[src/hw/rtl/rfb_pkg.sv]
// rfb_pkg: shared types and constants for the radial falloff blob pixel block.
// Word structs for the pixel and result channels, register indexes, datapath widths.
// No dependencies.
package rfb_pkg;

	localparam int POS_W      = 8;   // blob-relative row / column
	localparam int COORD_W    = 16;  // screen coordinates, wrap mod 65536
	localparam int DIA_W      = 9;   // diameter register
	localparam int PEAK_W     = 8;   // intensity / shade
	localparam int CFG_IDX_W  = 2;
	localparam int CFG_DATA_W = 16;

	// Radius <= 256, offsets <= 255, so R*R and d fit in 17 bits.
	localparam int RAD_W  = 9;
	localparam int SQ_W   = 2 * POS_W;          // one squared offset
	localparam int DEN_W  = 2 * POS_W + 1;      // R*R, d, R*R-d
	localparam int NUM_W  = PEAK_W + SQ_W;      // peak*(R*R-d) < 2^24
	localparam int QUO_W  = PEAK_W;             // quotient never exceeds peak

	localparam int MAX_DIAMETER_DEF = 256;

	typedef enum logic [CFG_IDX_W-1:0] {
		REG_BLOB_DIAMETER  = 2'd0,
		REG_PEAK_INTENSITY = 2'd1,
		REG_ORIGIN_X       = 2'd2,
		REG_ORIGIN_Y       = 2'd3
	} cfg_reg_t;

	typedef struct packed {
		logic [POS_W-1:0] blob_row;
		logic [POS_W-1:0] blob_col;
	} pix_in_t;

	typedef struct packed {
		logic [COORD_W-1:0] screen_x;
		logic [COORD_W-1:0] screen_y;
		logic [PEAK_W-1:0]  shade;
	} pix_out_t;

	// Screen position riding alongside the shade computation.
	typedef struct packed {
		logic [COORD_W-1:0] screen_x;
		logic [COORD_W-1:0] screen_y;
	} side_t;

endpackage

[src/hw/rtl/rfb_div.sv]
// rfb_div: pipelined restoring divider, one quotient bit per stage.
// Quotient is known to fit QUO_W bits (num < den << QUO_W). Carries side_t along.
// Depends on rfb_pkg.
module rfb_div
	import rfb_pkg::*;
(
	input  logic             clk,
	input  logic             arst_n,
	input  logic             en,
	input  logic             in_vld,
	input  logic [NUM_W-1:0] num,
	input  logic [DEN_W-1:0] den,
	input  side_t            side_in,
	output logic             out_vld,
	output logic [QUO_W-1:0] quo,
	output side_t            side_out
);

	// index k = state after k stages
	logic             vld_s  [0:QUO_W];
	logic [NUM_W-1:0] rem_s  [0:QUO_W];
	logic [DEN_W-1:0] den_s  [0:QUO_W];
	logic [QUO_W-1:0] quo_s  [0:QUO_W];
	side_t            side_s [0:QUO_W];

	assign vld_s[0]  = in_vld;
	assign rem_s[0]  = num;
	assign den_s[0]  = den;
	assign quo_s[0]  = '0;
	assign side_s[0] = side_in;

	for (genvar k = 0; k < QUO_W; k++) begin : g_stage
		logic [NUM_W-1:0] dk;
		logic             ge;

		// trial subtrahend: den shifted to the bit this stage resolves
		assign dk = NUM_W'(den_s[k]) << (QUO_W - 1 - k);
		assign ge = rem_s[k] >= dk;

		always_ff @(posedge clk or negedge arst_n) begin
			if (!arst_n) begin
				vld_s[k+1] <= 1'b0;
			end else if (en) begin
				vld_s[k+1] <= vld_s[k];
			end
		end

		always_ff @(posedge clk) begin
			if (en) begin
				rem_s[k+1]  <= ge ? rem_s[k] - dk : rem_s[k];
				den_s[k+1]  <= den_s[k];
				quo_s[k+1]  <= {quo_s[k][QUO_W-2:0], ge};
				side_s[k+1] <= side_s[k];
			end
		end
	end

	assign out_vld  = vld_s[QUO_W];
	assign quo      = quo_s[QUO_W];
	assign side_out = side_s[QUO_W];

endmodule

[src/hw/rtl/radial_falloff_blob_pixel.sv]
// radial_falloff_blob_pixel: top level of the blob pixel shader pipeline.
// Depends on rfb_pkg and rfb_div.
//
// Usage
//   in_*  : one word per blob pixel (blob_row, blob_col). Accepted when
//           in_valid && in_ready.
//   out_* : one word per accepted pixel (screen_x, screen_y, shade), in order.
//   cfg_* : register writes (diameter, peak intensity, origin x/y); cfg_ready
//           is always high. Write only while the pipeline is empty.
// Pipeline: 4 front stages for offsets, squares, distance and numerator, then 8
//   stages of the bit-per-stage divider by R*R.
// Throughput: one word per clock while out_ready is high.
// Stall: the whole pipeline holds when the output word is valid and not taken;
//   in_ready falls in the same cycle, so no word is lost or repeated.
// Reset: arst_n clears all valid bits and loads the register defaults
//   (diameter 1, peak 255, origin 0,0).
//
module radial_falloff_blob_pixel
	import rfb_pkg::*;
#(
	parameter int MAX_DIAMETER = MAX_DIAMETER_DEF
) (
	input  logic                  clk,
	input  logic                  arst_n,
	// pixel words
	input  logic                  in_valid,
	output logic                  in_ready,
	input  pix_in_t               in_data,
	// result words
	output logic                  out_valid,
	input  logic                  out_ready,
	output pix_out_t              out_data,
	// register writes
	input  logic                  cfg_valid,
	output logic                  cfg_ready,
	input  logic [CFG_IDX_W-1:0]  cfg_index,
	input  logic [CFG_DATA_W-1:0] cfg_data
);

	localparam int          CMP_W   = 12;
	localparam logic [CMP_W-1:0] MAX_EXT = CMP_W'(MAX_DIAMETER);

	// ---------------------------------------------------------------
	// Configuration registers
	// ---------------------------------------------------------------
	logic [DIA_W-1:0]   dia_q;
	logic [PEAK_W-1:0]  peak_q;
	logic [COORD_W-1:0] org_x_q;
	logic [COORD_W-1:0] org_y_q;

	assign cfg_ready = 1'b1;

	always_ff @(posedge clk or negedge arst_n) begin
		if (!arst_n) begin
			dia_q   <= DIA_W'(1);
			peak_q  <= '1;
			org_x_q <= '0;
			org_y_q <= '0;
		end else if (cfg_valid) begin
			unique case (cfg_reg_t'(cfg_index))
				REG_BLOB_DIAMETER:  dia_q   <= cfg_data[DIA_W-1:0];
				REG_PEAK_INTENSITY: peak_q  <= cfg_data[PEAK_W-1:0];
				REG_ORIGIN_X:       org_x_q <= cfg_data[COORD_W-1:0];
				REG_ORIGIN_Y:       org_y_q <= cfg_data[COORD_W-1:0];
			endcase
		end
	end

	// global advance: output slot free or being drained
	logic en;
	logic div_vld;
	assign en       = !div_vld || out_ready;
	assign in_ready = en;

	// ---------------------------------------------------------------
	// Stage 1: clamp diameter, radius, mirrored offsets, screen position
	// ---------------------------------------------------------------
	logic [DIA_W-1:0] dia_eff;
	logic [RAD_W-1:0] rad;
	logic             odd;
	logic             in_blob;
	logic [RAD_W-1:0] off_i_w;
	logic [RAD_W-1:0] off_j_w;
	logic [RAD_W-1:0] row_w;
	logic [RAD_W-1:0] col_w;

	assign dia_eff = (CMP_W'(dia_q) > MAX_EXT) ? MAX_EXT[DIA_W-1:0] : dia_q;
	// R = ceil(dia/2); odd diameter shares the centre row, so offsets past it add one
	assign rad     = RAD_W'(dia_eff - (dia_eff >> 1));
	assign odd     = dia_eff[0];
	assign row_w   = RAD_W'(in_data.blob_row);
	assign col_w   = RAD_W'(in_data.blob_col);
	assign in_blob = (DIA_W'(in_data.blob_row) < dia_eff) &&
	                 (DIA_W'(in_data.blob_col) < dia_eff);
	assign off_i_w = (row_w < rad) ? rad - 1'b1 - row_w : row_w - rad + RAD_W'(odd);
	assign off_j_w = (col_w < rad) ? rad - 1'b1 - col_w : col_w - rad + RAD_W'(odd);

	logic             vld_s1;
	logic             ok_s1;
	logic [POS_W-1:0] off_i_s1;
	logic [POS_W-1:0] off_j_s1;
	logic [RAD_W-1:0] rad_s1;
	side_t            side_s1;

	always_ff @(posedge clk or negedge arst_n) begin
		if (!arst_n) begin
			vld_s1 <= 1'b0;
		end else if (en) begin
			vld_s1 <= in_valid;
		end
	end

	always_ff @(posedge clk) begin
		if (en) begin
			ok_s1            <= in_blob;
			off_i_s1         <= off_i_w[POS_W-1:0];
			off_j_s1         <= off_j_w[POS_W-1:0];
			rad_s1           <= rad;
			side_s1.screen_x <= org_x_q + COORD_W'(in_data.blob_col);
			side_s1.screen_y <= org_y_q + COORD_W'(in_data.blob_row);
		end
	end

	// ---------------------------------------------------------------
	// Stage 2: squares i*i, j*j and R*R
	// ---------------------------------------------------------------
	logic             vld_s2;
	logic             ok_s2;
	logic [SQ_W-1:0]  ii_s2;
	logic [SQ_W-1:0]  jj_s2;
	logic [DEN_W-1:0] rr_s2;
	side_t            side_s2;
	logic [2*RAD_W-1:0] rr_w;

	assign rr_w = rad_s1 * rad_s1;

	always_ff @(posedge clk or negedge arst_n) begin
		if (!arst_n) begin
			vld_s2 <= 1'b0;
		end else if (en) begin
			vld_s2 <= vld_s1;
		end
	end

	always_ff @(posedge clk) begin
		if (en) begin
			ok_s2   <= ok_s1;
			ii_s2   <= off_i_s1 * off_i_s1;
			jj_s2   <= off_j_s1 * off_j_s1;
			rr_s2   <= rr_w[DEN_W-1:0];
			side_s2 <= side_s1;
		end
	end

	// ---------------------------------------------------------------
	// Stage 3: d = i*i + j*j, inside test and R*R - d
	// ---------------------------------------------------------------
	logic [DEN_W-1:0] dist_w;
	logic             vld_s3;
	logic             ok_s3;
	logic [DEN_W-1:0] diff_s3;
	logic [DEN_W-1:0] rr_s3;
	side_t            side_s3;

	assign dist_w = DEN_W'(ii_s2) + DEN_W'(jj_s2);

	always_ff @(posedge clk or negedge arst_n) begin
		if (!arst_n) begin
			vld_s3 <= 1'b0;
		end else if (en) begin
			vld_s3 <= vld_s2;
		end
	end

	// boundary d == R*R falls through with a zero numerator
	always_ff @(posedge clk) begin
		if (en) begin
			ok_s3   <= ok_s2 && (dist_w <= rr_s2);
			diff_s3 <= rr_s2 - dist_w;
			rr_s3   <= rr_s2;
			side_s3 <= side_s2;
		end
	end

	// ---------------------------------------------------------------
	// Stage 4: numerator peak*(R*R-d); pixels outside the blob or circle divide 0 by 1
	// ---------------------------------------------------------------
	logic [PEAK_W+DEN_W-1:0] prod_w;
	logic             vld_s4;
	logic [NUM_W-1:0] num_s4;
	logic [DEN_W-1:0] den_s4;
	side_t            side_s4;

	assign prod_w = peak_q * diff_s3;

	always_ff @(posedge clk or negedge arst_n) begin
		if (!arst_n) begin
			vld_s4 <= 1'b0;
		end else if (en) begin
			vld_s4 <= vld_s3;
		end
	end

	always_ff @(posedge clk) begin
		if (en) begin
			num_s4  <= ok_s3 ? prod_w[NUM_W-1:0] : '0;
			den_s4  <= ok_s3 ? rr_s3 : DEN_W'(1);
			side_s4 <= side_s3;
		end
	end

	// ---------------------------------------------------------------
	// Stages 5..12: divide by R*R; last stage is the output register
	// ---------------------------------------------------------------
	logic [QUO_W-1:0] quo;
	side_t            side_out;

	rfb_div u_div (
		.clk      (clk),
		.arst_n   (arst_n),
		.en       (en),
		.in_vld   (vld_s4),
		.num      (num_s4),
		.den      (den_s4),
		.side_in  (side_s4),
		.out_vld  (div_vld),
		.quo      (quo),
		.side_out (side_out)
	);

	assign out_valid         = div_vld;
	assign out_data.screen_x = side_out.screen_x;
	assign out_data.screen_y = side_out.screen_y;
	assign out_data.shade    = quo;

endmodule
[config.mk]
export PLATFORM = sky130hd
export DESIGN_NAME = radial_falloff_blob_pixel
export DESIGN_NICKNAME = d
export VERILOG_FILES = /design/src/hw/rtl/rfb_pkg.sv /design/src/hw/rtl/rfb_div.sv /design/src/hw/rtl/radial_falloff_blob_pixel.sv
export SDC_FILE = /design/constraint.sdc
export NUM_CORES = 2
export LEC_CHECK = 0
export BUFFER_PORTS_ARGS = -buffer_cell sky130_fd_sc_hd__buf_2
export CAP_MARGIN = 10
export CORE_ASPECT_RATIO = 0.75
export CORE_MARGIN = 1.5
export CORE_UTILIZATION = 45
export DETAILED_ROUTE_END_ITERATION = 12
export MAX_ROUTING_LAYER = met4
export PLACE_DENSITY = 0.62
export RECOVER_POWER = 50
export SLEW_MARGIN = 20
export SYNTH_ARGS = -nofsm -noshare
export SYNTH_HDL_FRONTEND = slang
export SYNTH_SLANG_ARGS = --single-unit
[constraint.sdc]
create_clock -name clk -period 33.2 [get_ports clk]
set_input_delay 4.98 -clock clk [delete_from_list [all_inputs] [get_ports clk]]
set_output_delay 4.98 -clock clk [all_outputs]
set_load 0.05 [all_outputs]
==> metrics.md <==
| Metric | Value |
|---|---|
| Synth top area share | between 50% and 60% |
| Dominant cell type by area after synthesis | edfxtp_1 |
| Post-synthesis sequential area ratio | 53.9% |
| Post-Route Setup TNS | 0 ps |
| Synth Instances | a little under 4000 |
| Initial DRC count | approximately 1900 |
| Antenna cells | 0 |
| Synthesized area | 0.0500 mm² |
| Total Wirelength | 94000 µm |
| Worst setup EP type | primary output |
| Clock H-tree levels | 3 |
| Yosys reg bits | 908 |
| Met1 WL | 46900 µm |
| Post-CTS setup buffers | 0 |
| Worst hold path type | flop to flop |
| Die area | 0.113 mm² |
| Top Layer Used | met4 |
| I/O pin count | 82 |
| Die height | 292 µm |
| Vias per std cell | 5.15 |
| Initial antenna violation count | 4 |
| Final Setup Violations | 0 |
| Final max-slew violation count | around 200 |
| Gr ovfl total | 0 |
| CP startpoint kind | input port |
| CTS tree | done |
| WL met3 | 5260 µm |
| Post-synth EDFFs | 847 |
| Clock transition at path regs | 60 ps |
| Starting density of the core | a little under half |
| CTS Sinks | 908 |
| Syn_nets | roughly 4600 |
| Root buf cell | clkbuf_16 |
| Met2 wire length | 39500 µm |
| First-pass GRT wire length | ~150000 µm |
| Ratio of final minimum period to clock period | 36.6% |
| Share of post-route cells with drive strength above 1 | under 10% |
| Outcome | finished, violations left |
| Critical path class | input port to primary output |
| Violations in the final reports | max-capacitance violations, max-slew violations |
| Least-Margin Pin Slew | between 3000 and 4000 ps |
| CP required | 28220 ps |
| Hold Fails Final Rpt | 0 |
| Vias in the first global route | 28000 |
| Clk_skew | 41.6 ps |
| DIE WIDTH | approximately 390 µm |
| TritonCTS Buffers | 92 |
| Area of the core | between 0.1 and 0.15 mm² |
| CTS Buffer Depth | 3 |
| Remaining DRCs | 0 |
| Placer Congestion | 0.882 |
| Layout Area Growth over Synthesis | 9.40% |
| Mean Syn Cell Area | between 10 and 15 µm² |
| Via count | roughly 29000 |
| Clk Latency, worst-skew pair | 680 ps |
| Ys Warns | 0 |
| Fmax achieved | 0.0823 GHz |
| Pin count of the biggest net entering global routing | 87 |
| Maxcap violations | 7 |
| Cts hold-fix bufs | 0 |
| Asr flop ratio synth | around 6.7% |
| Final min period | 12160 ps |
| R2r setup slk | 27090 ps |
| Rel. slew slack | -143% |
| DR pass1 iterations | 6 |
| GRT Util Overall | 17.4% |
| Ys flop type | edfxtp_1 |
| Peak fanout along the critical path | 46 |
| Number of I/O port buffers | 80 |
| Routed Antenna Nets | 0 |
| Nets | 4653 |
| Worst path arrival time | 7180 ps |
| Synth area leaders | edfxtp_1, ha_1, fa_1, inv_1, xnor2_1 |
| Number of distinct library cells after synthesis | 87 |
| DP HPWL | 69700 µm |
| FP Rows | 105 |
| WL/cell | about 17 µm |
| RSZ-0062 raised after global routing | false |
| Post-cts resize count | 0 |
## critical path, cell delays in order
cell and delay (ps):
buf_2 70, nand2b_1 1610, buf_2 510
## kinds of logic after synthesis
kind of cell               count (synthesis)  synth area share, %
DFF                                      908                 53.9
and+or+nand+nor                          882                 9.04
AOI/OAI and AO/OA                        607                 7.77
adders and majority gates                576                 17.2
buffers and inverters                    573                 4.68
xor gates and xnor gates                 258                 4.52
muxes                                    130                 2.87
other                                      1              0.00749
## stage by stage
step	std cells	setup slack (ps)	hold slack (ps)	utilization, %	cell area [µm²]
final	5556	21040	411	49.8	54700
after global placement	5387	22230	400	47.2	51900
after CTS	5556	22220	411	50.0	54900
after global routing	5556	20840	416	49.8	54700
after floorplan	3935	2440	400	-	50000
after detailed placement	5388	22220	405	47.2	51900
## metal layers
layer	GRT usage (%)	vias to the layer above
li1	-	14000
met1	25.7	13800
met2	24.6	578
met3	3.13	146
met4	4.82	0
met5	-	-
## path summary, 6_finish.rpt
path                                  endpoint   startpoint  cells after the start
min in group asynchronous       u_div.vld_s[6]       arst_n                      2
worst max register to register      num_s4[22]    peak_q[7]                     17
worst min register to register     side_s2[13]  side_s1[13]                      0
worst max-delay path                  in_ready    out_ready                      3
worst min-delay path               side_s2[13]  side_s1[13]                      0
max in group asynchronous             dia_q[6]       arst_n                      2
## cell usage in the layout (no fill, tap or decap), types with 83 or more instances in the layout
cell type / Yosys / layout
a21oi_1: 189 / 188
and2_1: 192 / 162
clkbuf_16: 0 / 95
edfxtp_1: 847 / 847
fa_1: 188 / 188
ha_1: 388 / 388
inv_1: 482 / 483
mux2_2: 104 / 103
nand2_1: 236 / 236
nor2_1: 149 / 149
o21ai_0: 140 / 142
xnor2_1: 175 / 175
xor2_1: 83 / 83
## state kept, by name, summed over array words and instances, names as in the netlist, 16 cells and up
name            flops
side_s1            32
org_x_q            16
side_s3            32
side_s2            32
u_div.side_s      224
rr_s2              16
diff_s3            17
u_div.rem_s       168
org_y_q            16
u_div.side_out     32
side_s4            32
num_s4             24
rr_s3              16
den_s4             16
u_div.den_s       112
u_div.quo_s        28
## cell type report
cell class	count	area [µm²]
multi-input combinational	2454	20600
tap	1444	1810
inverter	485	1820
fill	9542	55100
clock inverter	51	514
clock buffer	117	2490
sequential	908	27000
timing repair buffer	97	499
## Yosys cell counts, types with 10 or more instances
library cell / n
a31o_2: 10
edfxtp_1: 847
clkbuf_1: 33
nand4_1: 14
o21ai_0: 140
and2_1: 192
o21bai_1: 18
o211ai_1: 18
nand3_1: 43
xnor2_1: 175
nor4_1: 16
fa_1: 188
ha_1: 388
nand2_1: 236
a21o_1: 70
nor2b_1: 49
a31oi_1: 18
nor2_1: 149
nand2b_1: 34
or3_1: 27
o31ai_1: 13
a21oi_1: 189
mux2i_1: 23
buf_4: 44
or2_2: 13
a21boi_0: 16
xor2_1: 83
nor3_1: 53
mux2_2: 104
dfrtp_1: 52
a211oi_1: 13
and3_1: 23
o21a_1: 31
inv_1: 482
Power is left out: the tool's default activity adds up to more than one toggle a clock period on the data nets, which glitch-free logic cannot reach.
